## src/rtl/cdad_pkg.sv

```systemverilog
`timescale 1ns / 1ps
// ----------------------------------------------------------------------------
// cdad_pkg: shared types and constants for the calendar date adder
// Microcode opcodes, jump conditions, step addresses and calendar helpers.
// ----------------------------------------------------------------------------
package cdad_pkg;

  localparam int MAX_YEAR = 9999;

  localparam int YEAR_W  = 14;
  localparam int MONTH_W = 4;
  localparam int DAY_W   = 5;
  localparam int OFF_W   = 17;
  localparam int STAT_W  = 2;

  // Internal widths: the year walk can run past the input range by the
  // offset span, and the day count covers one year plus the offset.
  localparam int YW_W  = 15;
  localparam int NUM_W = 18;
  localparam int DOY_W = 9;

  localparam int IN_DATA_W  = 40;
  localparam int OUT_DATA_W = 32;

  localparam int PC_W = 4;
  localparam int K_W  = 3;

  // Largest shift of 400 that still fits below the input year range.
  localparam logic [K_W-1:0] MOD_K_TOP = K_W'(5);
  localparam logic [YW_W-1:0] YEAR_CYCLE = YW_W'(400);

  localparam logic [PC_W-1:0] PC_IDLE  = PC_W'(0);
  localparam logic [PC_W-1:0] PC_MOD   = PC_W'(1);
  localparam logic [PC_W-1:0] PC_CHECK = PC_W'(2);
  localparam logic [PC_W-1:0] PC_YDN   = PC_W'(3);
  localparam logic [PC_W-1:0] PC_UNDER = PC_W'(4);
  localparam logic [PC_W-1:0] PC_YUP   = PC_W'(5);
  localparam logic [PC_W-1:0] PC_RANGE = PC_W'(6);
  localparam logic [PC_W-1:0] PC_MON   = PC_W'(7);
  localparam logic [PC_W-1:0] PC_OUT   = PC_W'(8);
  localparam logic [PC_W-1:0] PC_LAST  = PC_OUT;

  typedef enum logic [STAT_W-1:0] {
    ST_OK       = 2'd0,
    ST_BAD_DATE = 2'd1,
    ST_RANGE    = 2'd2
  } status_e;

  typedef enum logic [3:0] {
    OP_NOP,
    OP_LOAD,
    OP_MOD,
    OP_CHECK,
    OP_YDN,
    OP_UNDER,
    OP_YUP,
    OP_RANGE,
    OP_MON,
    OP_OUT
  } op_e;

  typedef enum logic [3:0] {
    C_ALWAYS,
    C_NO_IN,
    C_K_NZ,
    C_BAD,
    C_NEG_NZ,
    C_NEG,
    C_GE_YLEN,
    C_OVER,
    C_GE_MLEN,
    C_BUSY
  } cond_e;

  typedef struct packed {
    op_e             op;
    cond_e           cond;
    logic [PC_W-1:0] target;
  } ctrl_t;

  typedef struct packed {
    logic no_in;
    logic k_nz;
    logic bad;
    logic neg_nz;
    logic neg;
    logic ge_ylen;
    logic over;
    logic ge_mlen;
    logic busy;
  } flags_t;

  typedef struct packed {
    status_e              status;
    logic [DAY_W-1:0]     day;
    logic [MONTH_W-1:0]   month;
    logic [YEAR_W-1:0]    year;
  } result_t;

  // Leap test from the year taken modulo 400.
  function automatic logic is_leap(input logic [YW_W-1:0] r);
    is_leap = (r[1:0] == 2'b00) && (r != YW_W'(100)) && (r != YW_W'(200)) &&
              (r != YW_W'(300));
  endfunction

  function automatic logic [DOY_W-1:0] year_len(input logic leap);
    year_len = leap ? DOY_W'(366) : DOY_W'(365);
  endfunction

  // Month length; zero for codes that are not a month.
  function automatic logic [DAY_W-1:0] month_len(input logic [MONTH_W-1:0] m,
                                                  input logic leap);
    unique case (m)
      4'd1, 4'd3, 4'd5, 4'd7, 4'd8, 4'd10, 4'd12: month_len = DAY_W'(31);
      4'd4, 4'd6, 4'd9, 4'd11:                    month_len = DAY_W'(30);
      4'd2:    month_len = leap ? DAY_W'(29) : DAY_W'(28);
      default: month_len = '0;
    endcase
  endfunction

  // Days in the months before m in a common year.
  function automatic logic [DOY_W-1:0] days_before_month(input logic [MONTH_W-1:0] m);
    unique case (m)
      4'd2:    days_before_month = DOY_W'(31);
      4'd3:    days_before_month = DOY_W'(59);
      4'd4:    days_before_month = DOY_W'(90);
      4'd5:    days_before_month = DOY_W'(120);
      4'd6:    days_before_month = DOY_W'(151);
      4'd7:    days_before_month = DOY_W'(181);
      4'd8:    days_before_month = DOY_W'(212);
      4'd9:    days_before_month = DOY_W'(243);
      4'd10:   days_before_month = DOY_W'(273);
      4'd11:   days_before_month = DOY_W'(304);
      4'd12:   days_before_month = DOY_W'(334);
      default: days_before_month = '0;
    endcase
  endfunction

endpackage

```

## src/rtl/cdad_seq.sv

```systemverilog
`timescale 1ns / 1ps
// ----------------------------------------------------------------------------
// cdad_seq: microcode sequencer
// Step counter, control store and conditional jump selection.
// ----------------------------------------------------------------------------
module cdad_seq import cdad_pkg::*; (
  input  logic   clk_i,
  input  logic   rst_ni,
  input  flags_t flags_i,
  output ctrl_t  ctrl_o
);

  logic [PC_W-1:0] pc_q, pc_d;
  ctrl_t           ctrl;
  logic            take;

  // Control store: each step runs its operation, then jumps to the target
  // while its condition holds and otherwise falls through.
  always_comb begin
    unique case (pc_q)
      PC_IDLE:  ctrl = '{op: OP_LOAD,  cond: C_NO_IN,   target: PC_IDLE};
      PC_MOD:   ctrl = '{op: OP_MOD,   cond: C_K_NZ,    target: PC_MOD};
      PC_CHECK: ctrl = '{op: OP_CHECK, cond: C_BAD,     target: PC_OUT};
      PC_YDN:   ctrl = '{op: OP_YDN,   cond: C_NEG_NZ,  target: PC_YDN};
      PC_UNDER: ctrl = '{op: OP_UNDER, cond: C_NEG,     target: PC_OUT};
      PC_YUP:   ctrl = '{op: OP_YUP,   cond: C_GE_YLEN, target: PC_YUP};
      PC_RANGE: ctrl = '{op: OP_RANGE, cond: C_OVER,    target: PC_OUT};
      PC_MON:   ctrl = '{op: OP_MON,   cond: C_GE_MLEN, target: PC_MON};
      PC_OUT:   ctrl = '{op: OP_OUT,   cond: C_BUSY,    target: PC_OUT};
      default:  ctrl = '{op: OP_NOP,   cond: C_ALWAYS,  target: PC_IDLE};
    endcase
  end

  always_comb begin
    unique case (ctrl.cond)
      C_ALWAYS:  take = 1'b1;
      C_NO_IN:   take = flags_i.no_in;
      C_K_NZ:    take = flags_i.k_nz;
      C_BAD:     take = flags_i.bad;
      C_NEG_NZ:  take = flags_i.neg_nz;
      C_NEG:     take = flags_i.neg;
      C_GE_YLEN: take = flags_i.ge_ylen;
      C_OVER:    take = flags_i.over;
      C_GE_MLEN: take = flags_i.ge_mlen;
      C_BUSY:    take = flags_i.busy;
      default:   take = 1'b0;
    endcase
  end

  always_comb begin
    if (take) begin
      pc_d = ctrl.target;
    end else if (pc_q == PC_LAST) begin
      pc_d = PC_IDLE;
    end else begin
      pc_d = pc_q + PC_W'(1);
    end
  end

  always_ff @(posedge clk_i or negedge rst_ni) begin
    if (!rst_ni) begin
      pc_q <= PC_IDLE;
    end else begin
      pc_q <= pc_d;
    end
  end

  assign ctrl_o = ctrl;

endmodule

```

## src/rtl/cdad_dpath.sv

```systemverilog
`timescale 1ns / 1ps
// ----------------------------------------------------------------------------
// cdad_dpath: date walking datapath
// Year, year-mod-400, month and day-count registers driven by microcode.
// ----------------------------------------------------------------------------
module cdad_dpath import cdad_pkg::*; (
  input  logic                  clk_i,
  input  logic                  rst_ni,
  input  ctrl_t                 ctrl_i,
  input  logic                  in_valid_i,
  input  logic [IN_DATA_W-1:0]  in_data_i,
  input  logic                  out_free_i,
  output logic                  in_ready_o,
  output flags_t                flags_o,
  output logic                  res_load_o,
  output result_t               res_o
);

  logic [YW_W-1:0]          y_q, y_d;
  logic [YW_W-1:0]          r_q, r_d;
  logic [MONTH_W-1:0]       m_q, m_d;
  logic [DAY_W-1:0]         d_q, d_d;
  logic signed [OFF_W-1:0]  off_q, off_d;
  logic signed [NUM_W-1:0]  n_q, n_d;
  logic [K_W-1:0]           k_q, k_d;
  status_e                  st_q, st_d;

  logic [YW_W-1:0]          r_inc, r_dec, mod_sub;
  logic                     leap_cur, leap_dec, mod_ge;
  logic signed [NUM_W-1:0]  ylen_cur_s, ylen_dec_s, mlen_s, doy_s;
  logic [DAY_W-1:0]         mlen;
  logic [DOY_W-1:0]         doy;
  logic                     neg, bad, ge_ylen, ge_mlen, over;

  assign leap_cur = is_leap(r_q);
  assign r_inc    = (r_q == YEAR_CYCLE - YW_W'(1)) ? '0 : r_q + YW_W'(1);
  assign r_dec    = (r_q == '0) ? YEAR_CYCLE - YW_W'(1) : r_q - YW_W'(1);
  assign leap_dec = is_leap(r_dec);

  assign ylen_cur_s = signed'(NUM_W'(year_len(leap_cur)));
  assign ylen_dec_s = signed'(NUM_W'(year_len(leap_dec)));
  assign mlen       = month_len(m_q, leap_cur);
  assign mlen_s     = signed'(NUM_W'(mlen));

  // Conditional subtract of 400 shifted left, one shift per step.
  assign mod_sub = YEAR_CYCLE << k_q;
  assign mod_ge  = r_q >= mod_sub;

  // Day of the year of the start date, counted from zero.
  assign doy   = days_before_month(m_q) + DOY_W'(leap_cur && (m_q > MONTH_W'(2))) +
                 DOY_W'(d_q) - DOY_W'(1);
  assign doy_s = signed'(NUM_W'(doy));

  assign neg     = n_q < 0;
  assign bad     = (m_q == '0) || (m_q > MONTH_W'(12)) || (d_q == '0) || (d_q > mlen);
  assign ge_ylen = n_q >= ylen_cur_s;
  assign ge_mlen = (m_q < MONTH_W'(12)) && (n_q >= mlen_s);
  assign over    = {2'b00, y_q} > 17'(MAX_YEAR);

  assign in_ready_o = (ctrl_i.op == OP_LOAD);
  assign res_load_o = (ctrl_i.op == OP_OUT) && out_free_i;

  always_comb begin
    flags_o         = '0;
    flags_o.no_in   = !in_valid_i;
    flags_o.k_nz    = (k_q != '0);
    flags_o.bad     = bad;
    flags_o.neg_nz  = neg && (y_q != '0);
    flags_o.neg     = neg;
    flags_o.ge_ylen = ge_ylen;
    flags_o.over    = over;
    flags_o.ge_mlen = ge_mlen;
    flags_o.busy    = !out_free_i;
  end

  always_comb begin
    y_d   = y_q;
    r_d   = r_q;
    m_d   = m_q;
    d_d   = d_q;
    off_d = off_q;
    n_d   = n_q;
    k_d   = k_q;
    st_d  = st_q;
    unique case (ctrl_i.op)
      OP_LOAD: begin
        if (in_valid_i) begin
          y_d   = {1'b0, in_data_i[13:0]};
          r_d   = {1'b0, in_data_i[13:0]};
          m_d   = in_data_i[17:14];
          d_d   = in_data_i[22:18];
          off_d = signed'(in_data_i[39:23]);
          k_d   = MOD_K_TOP;
          st_d  = ST_OK;
        end
      end
      OP_MOD: begin
        if (mod_ge) begin
          r_d = r_q - mod_sub;
        end
        k_d = k_q - K_W'(1);
      end
      OP_CHECK: begin
        if (bad) begin
          st_d = ST_BAD_DATE;
        end else begin
          n_d = NUM_W'(off_q) + doy_s;
        end
      end
      OP_YDN: begin
        if (neg && (y_q != '0)) begin
          y_d = y_q - YW_W'(1);
          r_d = r_dec;
          n_d = n_q + ylen_dec_s;
        end
      end
      OP_UNDER: begin
        if (neg) begin
          st_d = ST_RANGE;
        end
      end
      OP_YUP: begin
        if (ge_ylen) begin
          y_d = y_q + YW_W'(1);
          r_d = r_inc;
          n_d = n_q - ylen_cur_s;
        end
      end
      OP_RANGE: begin
        if (over) begin
          st_d = ST_RANGE;
        end
        m_d = MONTH_W'(1);
      end
      OP_MON: begin
        if (ge_mlen) begin
          m_d = m_q + MONTH_W'(1);
          n_d = n_q - mlen_s;
        end
      end
      OP_OUT, OP_NOP: begin
      end
      default: begin
      end
    endcase
  end

  always_ff @(posedge clk_i or negedge rst_ni) begin
    if (!rst_ni) begin
      k_q  <= '0;
      st_q <= ST_OK;
    end else begin
      k_q  <= k_d;
      st_q <= st_d;
    end
  end

  always_ff @(posedge clk_i) begin
    y_q   <= y_d;
    r_q   <= r_d;
    m_q   <= m_d;
    d_q   <= d_d;
    off_q <= off_d;
    n_q   <= n_d;
  end

  // Error results carry zero date fields.
  always_comb begin
    res_o        = '0;
    res_o.status = st_q;
    if (st_q == ST_OK) begin
      res_o.year  = y_q[YEAR_W-1:0];
      res_o.month = m_q;
      res_o.day   = n_q[DAY_W-1:0] + DAY_W'(1);
    end
  end

endmodule

```

## src/rtl/calendar_date_add_days_top.sv

```systemverilog
`timescale 1ns / 1ps
// ----------------------------------------------------------------------------
// calendar_date_add_days_top: Gregorian date plus signed day offset
// A microcoded sequencer walks the calendar year by year, then month by month.
// ----------------------------------------------------------------------------
//  Channel   Direction  Payload
//  s_axis    in         year_in, month_in, day_in, day_offset
//  m_axis    out        year_out, month_out, day_out, status
//
// One request is in flight at a time. The year walk step of the sequencer
// steps through every year crossed by the offset, then the month walk step
// steps through every month passed. A request with an invalid start date
// skips both walks and goes straight to the output step.
// Reset is asynchronous; the block is ready for a request right after it.
// A finished result waits in the output register while the next request is
// taken in, and the sequencer only stalls if that register is still full.
// ----------------------------------------------------------------------------
module calendar_date_add_days_top import cdad_pkg::*; (
  input  logic                   clk_i,
  input  logic                   rst_ni,
  input  logic                   s_axis_tvalid,
  output logic                   s_axis_tready,
  // [13:0] year_in, [17:14] month_in, [22:18] day_in, [39:23] day_offset
  input  logic [IN_DATA_W-1:0]   s_axis_tdata,
  output logic                   m_axis_tvalid,
  input  logic                   m_axis_tready,
  // [13:0] year_out, [17:14] month_out, [22:18] day_out, [24:23] status
  output logic [OUT_DATA_W-1:0]  m_axis_tdata
);

  ctrl_t   ctrl;
  flags_t  flags;
  result_t res;
  logic    res_load, out_free;
  logic    out_vld_q, out_vld_d;
  result_t out_q;

  cdad_seq u_seq (
    .clk_i   (clk_i),
    .rst_ni  (rst_ni),
    .flags_i (flags),
    .ctrl_o  (ctrl)
  );

  cdad_dpath u_dpath (
    .clk_i      (clk_i),
    .rst_ni     (rst_ni),
    .ctrl_i     (ctrl),
    .in_valid_i (s_axis_tvalid),
    .in_data_i  (s_axis_tdata),
    .out_free_i (out_free),
    .in_ready_o (s_axis_tready),
    .flags_o    (flags),
    .res_load_o (res_load),
    .res_o      (res)
  );

  assign out_free = !out_vld_q || m_axis_tready;

  always_comb begin
    out_vld_d = out_vld_q && !m_axis_tready;
    if (res_load) begin
      out_vld_d = 1'b1;
    end
  end

  always_ff @(posedge clk_i or negedge rst_ni) begin
    if (!rst_ni) begin
      out_vld_q <= 1'b0;
    end else begin
      out_vld_q <= out_vld_d;
    end
  end

  always_ff @(posedge clk_i) begin
    if (res_load) begin
      out_q <= res;
    end
  end

  assign m_axis_tvalid = out_vld_q;
  assign m_axis_tdata  = OUT_DATA_W'(out_q);

endmodule

```

## config.mk

```make
export PLATFORM = sky130hd
export DESIGN_NAME = calendar_date_add_days_top
export DESIGN_NICKNAME = d
export VERILOG_FILES = /design/src/rtl/cdad_pkg.sv /design/src/rtl/cdad_seq.sv /design/src/rtl/cdad_dpath.sv /design/src/rtl/calendar_date_add_days_top.sv
export SDC_FILE = /design/constraint.sdc
export NUM_CORES = 1
export LEC_CHECK = 0
export ABC_AREA = 1
export BUFFER_PORTS_ARGS = -buffer_cell sky130_fd_sc_hd__buf_2
export CELL_PAD_IN_SITES_DETAIL_PLACEMENT = 1
export CELL_PAD_IN_SITES_GLOBAL_PLACEMENT = 1
export CORE_UTILIZATION = 35
export DETAILED_ROUTE_END_ITERATION = 8
export PLACE_DENSITY_LB_ADDON = 0.1
export SETUP_SLACK_MARGIN = 0.1
export SLEW_MARGIN = 20
export SYNTH_ARGS = -nofsm -noshare
export SYNTH_HDL_FRONTEND = slang
export SYNTH_SLANG_ARGS = --single-unit
```

## constraint.sdc

```tcl
create_clock -name clk_i -period 7.11 [get_ports clk_i]
set_clock_uncertainty 0.2 [all_clocks]
set_input_delay 1.422 -clock clk_i [delete_from_list [all_inputs] [get_ports clk_i]]
set_output_delay 1.422 -clock clk_i [all_outputs]
set_load 0.1 [all_outputs]
```

==> results of run 1 <==
## flip-flops by register name, summed over array words and instances (netlist names), 2 cells and up, named ones only
| register | flops |
|---|---|
| m_axis_tdata | 25 |
| u_dpath.n_q | 18 |
| u_dpath.off_q | 17 |
| u_dpath.r_q | 15 |
| u_dpath.y_q | 15 |
| u_dpath.d_q | 5 |
| u_dpath.m_q | 4 |
| u_seq.pc_q | 4 |
| u_dpath.k_q | 3 |
| u_dpath.st_q | 2 |
## final timing paths
kind | from | endpoint | slack (ps) | cells after the start
worst min register to register | u_dpath.st_q[0]$_DFFE_PN0P_ | m_axis_tdata[23]$_DFFE_PP_ | 300 | 0
max in group asynchronous | rst_ni | u_seq.pc_q[1]$_DFF_PN0_ | 5880 | 1
worst max register to register | u_dpath.r_q[0]$_DFFE_PP_ | u_dpath.n_q[12]$_DFFE_PP_ | 1510 | 29
min in group asynchronous | rst_ni | u_seq.pc_q[0]$_DFFE_PN0P_ | 640 | 1
worst max-delay path | u_dpath.r_q[0]$_DFFE_PP_ | u_dpath.n_q[12]$_DFFE_PP_ | 1510 | 29
worst min-delay path | u_dpath.st_q[0]$_DFFE_PN0P_ | m_axis_tdata[23]$_DFFE_PP_ | 300 | 0
## routing by layer
metal,up-vias,global-route usage
li1,4677,-
met1,4441,0.313
met2,138,0.370
met3,21,0.0339
met4,0,0.0469
met5,-,0
## cells in the final DEF (no fill, tap or decap), types with 11 or more instances in the layout
cell type and n:
nand2_1 314, inv_1 195, nor2_1 120, edfxtp_1 99, nand3_1 94, ha_1 87
a21oi_1 74, buf_2 70, o21ai_0 69, nand4_1 33, xor2_1 30, nor3_1 26
inv_2 19, clkbuf_16 19, xnor2_1 12, a31oi_1 12, o2111ai_1 12, or2_2 11
o21ai_1 11
## layout make-up
type,count,area (um^2)
clock inverters,11,110
flip-flops and latches,118,3400
fillers,3502,16700
well taps,378,473
repair buffers,75,388
inverters,216,816
clock buffers,21,493
multi-input cells,1002,5800
## logic make-up after synthesis
logic type,after synthesis
flops,118
buf+inv,248
fa+ha+maj,93
xor+xnor,42
simple gates,642
other cells,1
compound gates,218
## metrics by stage
step / utilization / hold slack, ps / worst slack (ps)
after CTS: 0.408 / 310 / 1510
final: 0.408 / 300 / 1510
after detailed placement: 0.386 / 285 / 1590
after global routing: 0.408 / 317 / 1020
after global placement: 0.386 / 287 / 1770
after floorplan: - / 247 / 2330
## synth_stat cells (all sizes together), types with 2 or more instances
master / count
fa: 6
o21ai: 85
edfxtp: 99
o221ai: 2
nand4: 33
nor3: 26
ha: 87
a21o: 2
o22ai: 10
clkbuf: 10
nor2: 133
o211ai: 9
dfrtp: 10
xor2: 30
dfxtp: 9
nand2: 329
or2: 11
nand3b: 6
xnor2: 12
buf: 22
a21oi: 75
a31oi: 12
nor4: 3
o21bai: 5
o2111ai: 12
inv: 216
nand3: 98
==> impl_metrics.csv, run 1 <==
group,metric,value,unit
placement,hpwlAfterDp,24800,um
timing,maxSlewHeadroom,0.345,
drt,drtAntennaViolNets,0,
timing,fmax,179,MHz
floorplan,core_area,0.0282,mm^2
placement,io_buffers,70,
global_route,grt_max_degree,30,
placement,place_inst,1789,
floorplan,die_w,172,um
clocking,cts_root_buf,"clkbuf_16",
global_route,antenna_found_initial,0,
synth,synth.avg_cell_area,7.46,um^2
layout,drive_above_1_share,0.123,
drt,drc,0,
clocking,cts_resized,0,
drt,drt-initial-drc-count,497,
layout,area_growth,13.1,%
drt,met2_length,14600,um
worst_setup_path,critPathCaptureType,"flop",
synth,synth_top_area_cell,"edfxtp_1",
worst_setup_path,crit_required,7080,ps
timing,setup_violations,0,
synth,post_synth_and_or_nand_nor_area_fraction,0.288,
synth,synth_mux_area_frac,0,
clocking,cts_made_buffers,17,
clocking,cts_setup_buffers,0,
synth,postSynthCellCount,1362,
layout,final_area,0.0115,mm^2
synth,synthTopCellsByArea,"edfxtp_1 (29%), nand2_1 (12%), ha_1 (11%), inv_1 (7.2%), nand3_1 (4.6%)",
floorplan,fp.dieH,172,um
synth,synthAdderAreaFrac,0.119,
timing,fin_crit_sh,0.787,
worst_setup_path,cp.buffers_inverters,5,
layout,fin_nets,1567,
global_route,grt_pass1_vias,9429,
drt,met1Wirelength,15700,um
worst_setup_path,crit_family,"adder cells",
drt,totalWireLength,31600,um
timing,hold_viol_final,0,
synth,yosys.area.top_type_share,0.293,
global_route,overflow,0,
clocking,clock_sinks,118,
drt,num_vias,9277,
synth,synth_top_family_by_area,"simple AND/OR/NAND/NOR gates",
drt,routedWlPerCell,17.3,um
synth,seq_area_frac_synth,0.335,
layout,layout.cells.non_filler,1821,
drt,top_layer_used,"met4",
synth,synth_edf_count,99,
worst_setup_path,slowest_delay,440,ps
run_status,status,"complete, no violations",
layout,num_antenna_cells,0,
floorplan,start_util,0.361,
min_path,hold_path_class,"reg -> reg",
clocking,cts_htree_levels,4,
synth,synth-main-ff-cell,"edfxtp_1",
timing,tightest_slew,980,ps
synth,synthDistinctLibCells,52,
timing,rsz0062_at_grt,"false",
clocking,hold_buffers,0,
flow_run,max_cap_violations,0,
synth,synth_area,0.0102,mm^2
drt,drt-vias-per-instance,5.09,
drt,drt_pre_antenna_iters,5,
synth,yosys_warnings,0,
clocking,cts_tree,"yes",
floorplan,die_area,0.0297,mm^2
clocking,clk_pin_slew,60,ps
placement,placed_cell_area,0.0109,mm^2
floorplan,placement_rows,61,
worst_setup_path,cp_max_fo,6,
drt,wl_met3,1060,um
synth,async_reset_ff_frac,0.0847,
global_route,gr-usage-all-layers,0.226,
synth,synth-seq-cells,118,
placement,routabilityCongestion,0.856,
worst_setup_path,start_kind,"flop",
clocking,clock_path_buffers,2,
clocking,clkLatencyLatePin,430,ps
worst_setup_path,arrival,5560,ps
timing,min_period,5600,ps
worst_setup_path,crit_type,"reg -> reg",
timing,drv_slew,0,
worst_setup_path,slowest_stage,"edfxtp_1",
timing,tns,0,ps
global_route,grt_pass1_wl,51300,um
floorplan,design.portCount,78,
synth,synth-xor-area-share,0.0362,
synth,synth_compound_area_frac,0.124,
Power of run 1 is left out: the tool's default activity adds up to more than one toggle a clock period on the data nets, which glitch-free logic cannot reach.
==> inputs of run 2 (changes only) <==
- ABC_AREA: 1 -> 0
- clock period: 7.11 -> 5.27 ns (I/O delays scaled with it)
==> run 2 against run 1 <==
Compared with the run above:
- die area is 0.32% lower
- cell count decreased by 11%
- critical path type unchanged
- maximum frequency is 6.5% higher
- critical path depth decreased by 4
- wire length grew 3.1%
- flip-flop and latch count did not move
- first-iteration DRC count fell by 6.0%
- setup slack got worse by 1500 ps
- worst hold slack improved by 35 ps
- synthesized cell count decreased by 18%
- global-route usage is 0.53 points higher
- count of clock-buffer cells in the layout down 3
==> impl_metrics.csv, run 2 <==
group,metric,value,unit
drt,met1Wirelength,14900,um
flow_run,max_cap_violations,0,
drt,drt-vias-per-instance,5.61,
worst_setup_path,critPathCaptureType,"flop",
placement,hpwlAfterDp,24400,um
timing,maxSlewHeadroom,0.310,
synth,synth-main-ff-cell,"edfxtp_1",
layout,num_antenna_cells,0,
synth,yosys_warnings,0,
timing,hold_viol_final,0,
worst_setup_path,start_kind,"flop",
drt,drt_pre_antenna_iters,5,
drt,num_vias,9079,
clocking,clk_pin_slew,70,ps
global_route,overflow,0,
timing,fin_crit_sh,0.997,
clocking,clkLatencyLatePin,430,ps
layout,layout_commonest_cell,"edfxtp_1",
synth,synthTopCellsByArea,"edfxtp_1 (29%), ha_1 (11%), xnor2_1 (3.7%), a21oi_1 (3.6%), nand2_1 (3.2%)",
drt,routedWlPerCell,20.1,um
clocking,clock_path_buffers,2,
synth,synth_most_common_cell,"edfxtp_1",
clocking,hold_buffers,0,
global_route,grt_pass1_wl,52500,um
clocking,clock_sinks,118,
floorplan,die_w,172,um
floorplan,placement_rows,61,
timing,drv_slew,0,
placement,io_buffers,70,
timing,setup_violations,0,
synth,seq_area_frac_synth,0.336,
drt,drt-initial-drc-count,467,
placement,routabilityCongestion,0.872,
floorplan,start_util,0.360,
global_route,antenna_found_initial,0,
run_status,status,"complete, no violations",
synth,synth_edf_count,99,
floorplan,core_area,0.0281,mm^2
synth,synth_top_area_cell,"edfxtp_1",
timing,tightest_slew,1030,ps
clocking,cts_htree_levels,4,
layout,most-common-layout-cells,"edfxtp_1 (99), nand2_1 (85), ha_1 (83)",
global_route,grt_pass1_vias,9512,
synth,postSynthCellCount,1118,
worst_setup_path,crit_type,"reg -> reg",
clocking,cts_root_buf,"clkbuf_16",
synth,async_reset_ff_frac,0.0847,
layout,fin_nets,1364,
floorplan,design.portCount,78,
synth,synth_area,0.0101,mm^2
synth,synth-seq-cells,118,
layout,drive_above_1_share,0.203,
layout,layout.cells.non_filler,1618,
drt,wl_met3,1070,um
layout,largest_reg_flops,25,
clocking,cts_tree,"yes",
drt,drc,0,
synth,yosys.area.top_type_share,0.294,
min_path,hold_path_class,"in -> async",
synth,synthDistinctLibCells,91,
global_route,gr-usage-all-layers,0.231,
global_route,grt_max_degree,36,
worst_setup_path,slowest_delay,560,ps
worst_setup_path,crit_required,5220,ps
timing,rsz0062_at_grt,"true",
floorplan,fp.dieH,172,um
layout,fillers,3310,
timing,fmax,190,MHz
timing,tns,0,ps
timing,min_period,5250,ps
drt,met2_length,15900,um
worst_setup_path,cp_max_fo,3,
placement,place_inst,1584,
synth,synth_commonest_cells,"edfxtp_1 (99), ha_1 (87), nand2_1 (85)",
layout,area_growth,19.0,%
drt,totalWireLength,32600,um
drt,top_layer_used,"met4",
floorplan,die_area,0.0296,mm^2
worst_setup_path,arrival,5200,ps
worst_setup_path,slowest_stage,"or4_4",
clocking,cts_made_buffers,17,
drt,drtAntennaViolNets,0,
synth,synth.avg_cell_area,9.05,um^2
run 2: changes by cell type after synthesis, moves of 21 or more:
cell / change
nand2_1: -229
inv_1: -133
nand3_1: -54
nor2_1: -50
clkbuf_1: +33
xnor2_1: +31
nand4_1: -23
and2_1: +21
run 2: final timing paths:
path	start	endpoint	slack [ps]	depth (start not counted)
max	u_dpath.r_q[9]$_DFFE_PP_	u_dpath.n_q[14]$_DFFE_PP_	20	25
min	rst_ni	u_seq.pc_q[3]$_DFF_PN0_	340	1
max reg2reg	u_dpath.r_q[9]$_DFFE_PP_	u_dpath.n_q[14]$_DFFE_PP_	20	25
min reg2reg	u_dpath.k_q[0]$_DFFE_PN0P_	u_dpath.k_q[0]$_DFFE_PN0P_	350	1
max in group asynchronous	rst_ni	u_dpath.st_q[0]$_DFFE_PN0P_	4260	1
min in group clk_i	u_dpath.k_q[0]$_DFFE_PN0P_	u_dpath.k_q[0]$_DFFE_PN0P_	350	1
run 2: cell type report:
class / count / area, um^2 / share of cell area
sequential: 118 / 3400 / 0.283
timing repair buffer: 149 / 960 / 0.0797
clock buffer: 18 / 429 / 0.0356
inverter: 64 / 240 / 0.0199
tap: 378 / 473 / 0.0393
clock inverter: 14 / 141 / 0.0117
multi-input combinational: 877 / 6400 / 0.531
run 2: repair_timing:
action,4_1_cts,5_1_grt
buffers inserted,1,1
gates resized for setup,24,24
setup endpoints to repair,18,22
pin swaps,15,9
run 2: cells by family (layout without fill, tap and decap cells):
kind of cell             after synthesis  count (layout)  synth area share
AND/OR/NAND/NOR                      371             371             0.194
other                                  1               7          0.000370
XOR/XNOR                              72              72            0.0623
multiplexers                          12              12            0.0130
AO/OA/AOI/OAI                        321             321             0.217
flip-flops                           118             118             0.336
buffers and inverters                129             245            0.0576
adder cells (fa/ha/maj)               94              94             0.120
run 2: routing by layer:
layer  vias up  global-route usage
li1       4405                   -
met1      4435               0.296
met2       196               0.403
met3        43              0.0245
met4         0              0.0785
met5         -                   0
run 2: critical path, delay by kind of cell (launching register included):
kind / cells / cell delay (ps)
and+or+nand+nor: 6 / 1600
AOI/OAI and AO/OA: 8 / 1140
adders and majority gates: 4 / 1080
DFF: 1 / 390
buffers and inverters: 5 / 320
xor gates and xnor gates: 2 / 270
run 2: per-stage QoR:
stage	area, um^2	util	hold WS [ps]	setup slack [ps]
2_1_floorplan	10200	-	223	111
3_3_place_gp	11300	0.401	335	-110
3_5_place_dp	11300	0.401	350	-198
4_1_cts	11900	0.425	333	2.41
5_1_grt	12000	0.429	344	-222
6_report	12000	0.429	336	15.1
Power of run 2 is left out for the same reason.
==> inputs of run 3 (changes only) <==
- RECOVER_POWER: default -> 50
- clock period: 5.27 -> 5.6 ns (I/O delays scaled with it)
==> run 3 against run 2 <==
Compared with the run above:
- the run now ends with capacitance limit, slew limit left
- non-clock buffer count is 21 lower
- count of clock-buffer cells in the layout is 2 higher
- via count is 0.35% lower
- cell area is 2.6% lower
- maximum frequency is 5.0% lower
- wire length is 1.5% lower
- setup slack better by 55 ps
==> impl_metrics.csv, run 3 (synthesized netlist as in run 2, its figures left out) <==
group,metric,value,unit
drt,drtAntennaViolNets,0,
drt,drc,0,
layout,fin_nets,1343,
floorplan,design.portCount,78,
drt,routedWlPerCell,20.1,um
drt,drt-vias-per-instance,5.66,
global_route,overflow,0,
clocking,cts_root_buf,"clkbuf_16",
placement,hpwlAfterDp,23700,um
global_route,grt_pass1_wl,50900,um
worst_setup_path,crit_required,5520,ps
floorplan,fp.dieH,172,um
drt,totalWireLength,32100,um
layout,largest_reg_flops,25,
timing,tightest_slew,1700,ps
clocking,clkLatencyLatePin,430,ps
floorplan,core_area,0.0281,mm^2
drt,num_vias,9047,
worst_setup_path,crit_family,"simple AND/OR/NAND/NOR gates",
floorplan,die_w,172,um
worst_setup_path,slowest_stage,"or4_4",
global_route,grt_max_degree,36,
floorplan,die_area,0.0296,mm^2
run_status,violations,"capacitance limit, slew limit",
floorplan,placement_rows,61,
clocking,hold_buffers,0,
layout,drive_above_1_share,0.153,
worst_setup_path,slowest_delay,560,ps
layout,most-common-layout-cells,"edfxtp_1 (99), nand2_1 (85), ha_1 (83)",
timing,tns,0,ps
worst_setup_path,cp.buffers_inverters,3,
floorplan,start_util,0.360,
global_route,antenna_found_initial,0,
layout,register_area,0.00340,mm^2
timing,setup_violations,0,
timing,hold_viol_final,0,
flow_run,max_cap_violations,1,
worst_setup_path,critPathCaptureType,"flop",
worst_setup_path,start_kind,"flop",
timing,fin_crit_sh,0.987,
layout,layout_commonest_cell,"edfxtp_1",
clocking,cts_made_buffers,17,
layout,fillers,3309,
timing,rsz0062_at_grt,"true",
timing,maxSlewHeadroom,-0.133,
layout,num_antenna_cells,0,
timing,fmax,181,MHz
clocking,clk_pin_slew,60,ps
clocking,cts_htree_levels,4,
layout,final_util,0.417,
worst_setup_path,arrival,5450,ps
placement,io_buffers,70,
timing,drv_slew,28,
timing,min_period,5530,ps
clocking,clock_sinks,118,
drt,drt_pre_antenna_iters,5,
global_route,gr-usage-all-layers,0.224,
global_route,grt_pass1_vias,9220,
clocking,clock_path_buffers,2,
run_status,status,"complete, but fails checks",
placement,routabilityCongestion,0.853,
min_path,hold_path_class,"reg -> reg",
layout,area_growth,15.8,%
worst_setup_path,path_cells,"or4_4, or4_4, nor4b_4, nor2_4, nand2_1, ha_1, inv_1, ha_2, inv_2, fa_2, inv_1, a21o_1, a21oi_2, o21bai_1, a21oi_2, o21ai_1, xnor2_1, ha_2, and2_4, nor2_4, and2_4, nor4b_4, xnor2_1, a22oi_1",
worst_setup_path,crit_type,"reg -> reg",
drt,drt-initial-drc-count,484,
clocking,cts_tree,"yes",
worst_setup_path,cp_max_fo,5,
layout,multi_input_area,0.00631,mm^2
[run 3: changes by cell type in the layout (fill, tap and decap cells not counted), sizes merged]
cell / previous run / this run
clkbuf: 18 / 51
buf: 149 / 97
bufinv: 1 / 0
clkinvlp: 1 / 0
[run 3: repair_timing]
action                     4_1_cts  5_1_grt
pin swaps                        2       25
setup endpoints to repair       14       15
gates resized for setup          5       30
buffers inserted                 1       10
[run 3: final timing paths]
check | start | endpoint | slack (ps) | depth (start not counted)
max | u_dpath.r_q[8]$_DFFE_PP_ | u_dpath.n_q[15]$_DFFE_PP_ | 70 | 24
min | u_dpath.k_q[0]$_DFFE_PN0P_ | u_dpath.k_q[0]$_DFFE_PN0P_ | 350 | 1
max reg2reg | u_dpath.r_q[8]$_DFFE_PP_ | u_dpath.n_q[15]$_DFFE_PP_ | 70 | 24
min reg2reg | u_dpath.k_q[0]$_DFFE_PN0P_ | u_dpath.k_q[0]$_DFFE_PN0P_ | 350 | 1
max in group asynchronous | rst_ni | u_dpath.k_q[0]$_DFFE_PN0P_ | 4110 | 1
min in group asynchronous | rst_ni | u_seq.pc_q[2]$_DFF_PN0_ | 560 | 1
[run 3: stage by stage]
| stage | hold WS [ps] | std cells | cell area, um^2 | worst slack, ps |
|---|---|---|---|---|
| floorplan | 223 | 1124 | 10100 | 240 |
| CTS | 361 | 1587 | 11600 | 114 |
| detailed placement | 353 | 1554 | 11000 | -112 |
| finish | 350 | 1597 | 11700 | 70.4 |
| global route | 411 | 1597 | 11700 | -122 |
| global placement | 337 | 1554 | 11000 | -17.7 |
[run 3: cell type report]
class,count,area share
inverter,64,0.0205
clock inverter,12,0.00768
clock buffer,20,0.0399
multi-input combinational,877,0.538
sequential,118,0.290
timing repair buffer,128,0.0632
tap,378,0.0403
[run 3: worst register-to-register path, stage by stage, from the launching register on]
cell,delay [ps]
edfxtp_1,400
or4_4,560
or4_4,530
nor4b_4,390
nor2_4,80
nand2_1,80
ha_1,220
inv_1,60
ha_2,180
inv_2,40
fa_2,360
inv_1,60
a21o_1,110
a21oi_2,60
o21bai_1,180
a21oi_2,90
o21ai_1,170
xnor2_1,90
ha_2,400
and2_4,180
nor2_4,40
and2_4,170
nor4b_4,280
xnor2_1,170
a22oi_1,120
[run 3: per-layer routing]
layer	track usage	part of all wire	vias to the layer above
met5	0	0	-
met4	0.0689	0.020	0
met3	0.0286	0.029	34
met2	0.398	0.49	172
met1	0.282	0.46	4478
li1	-	-	4363
Power of run 3 is left out for the same reason.
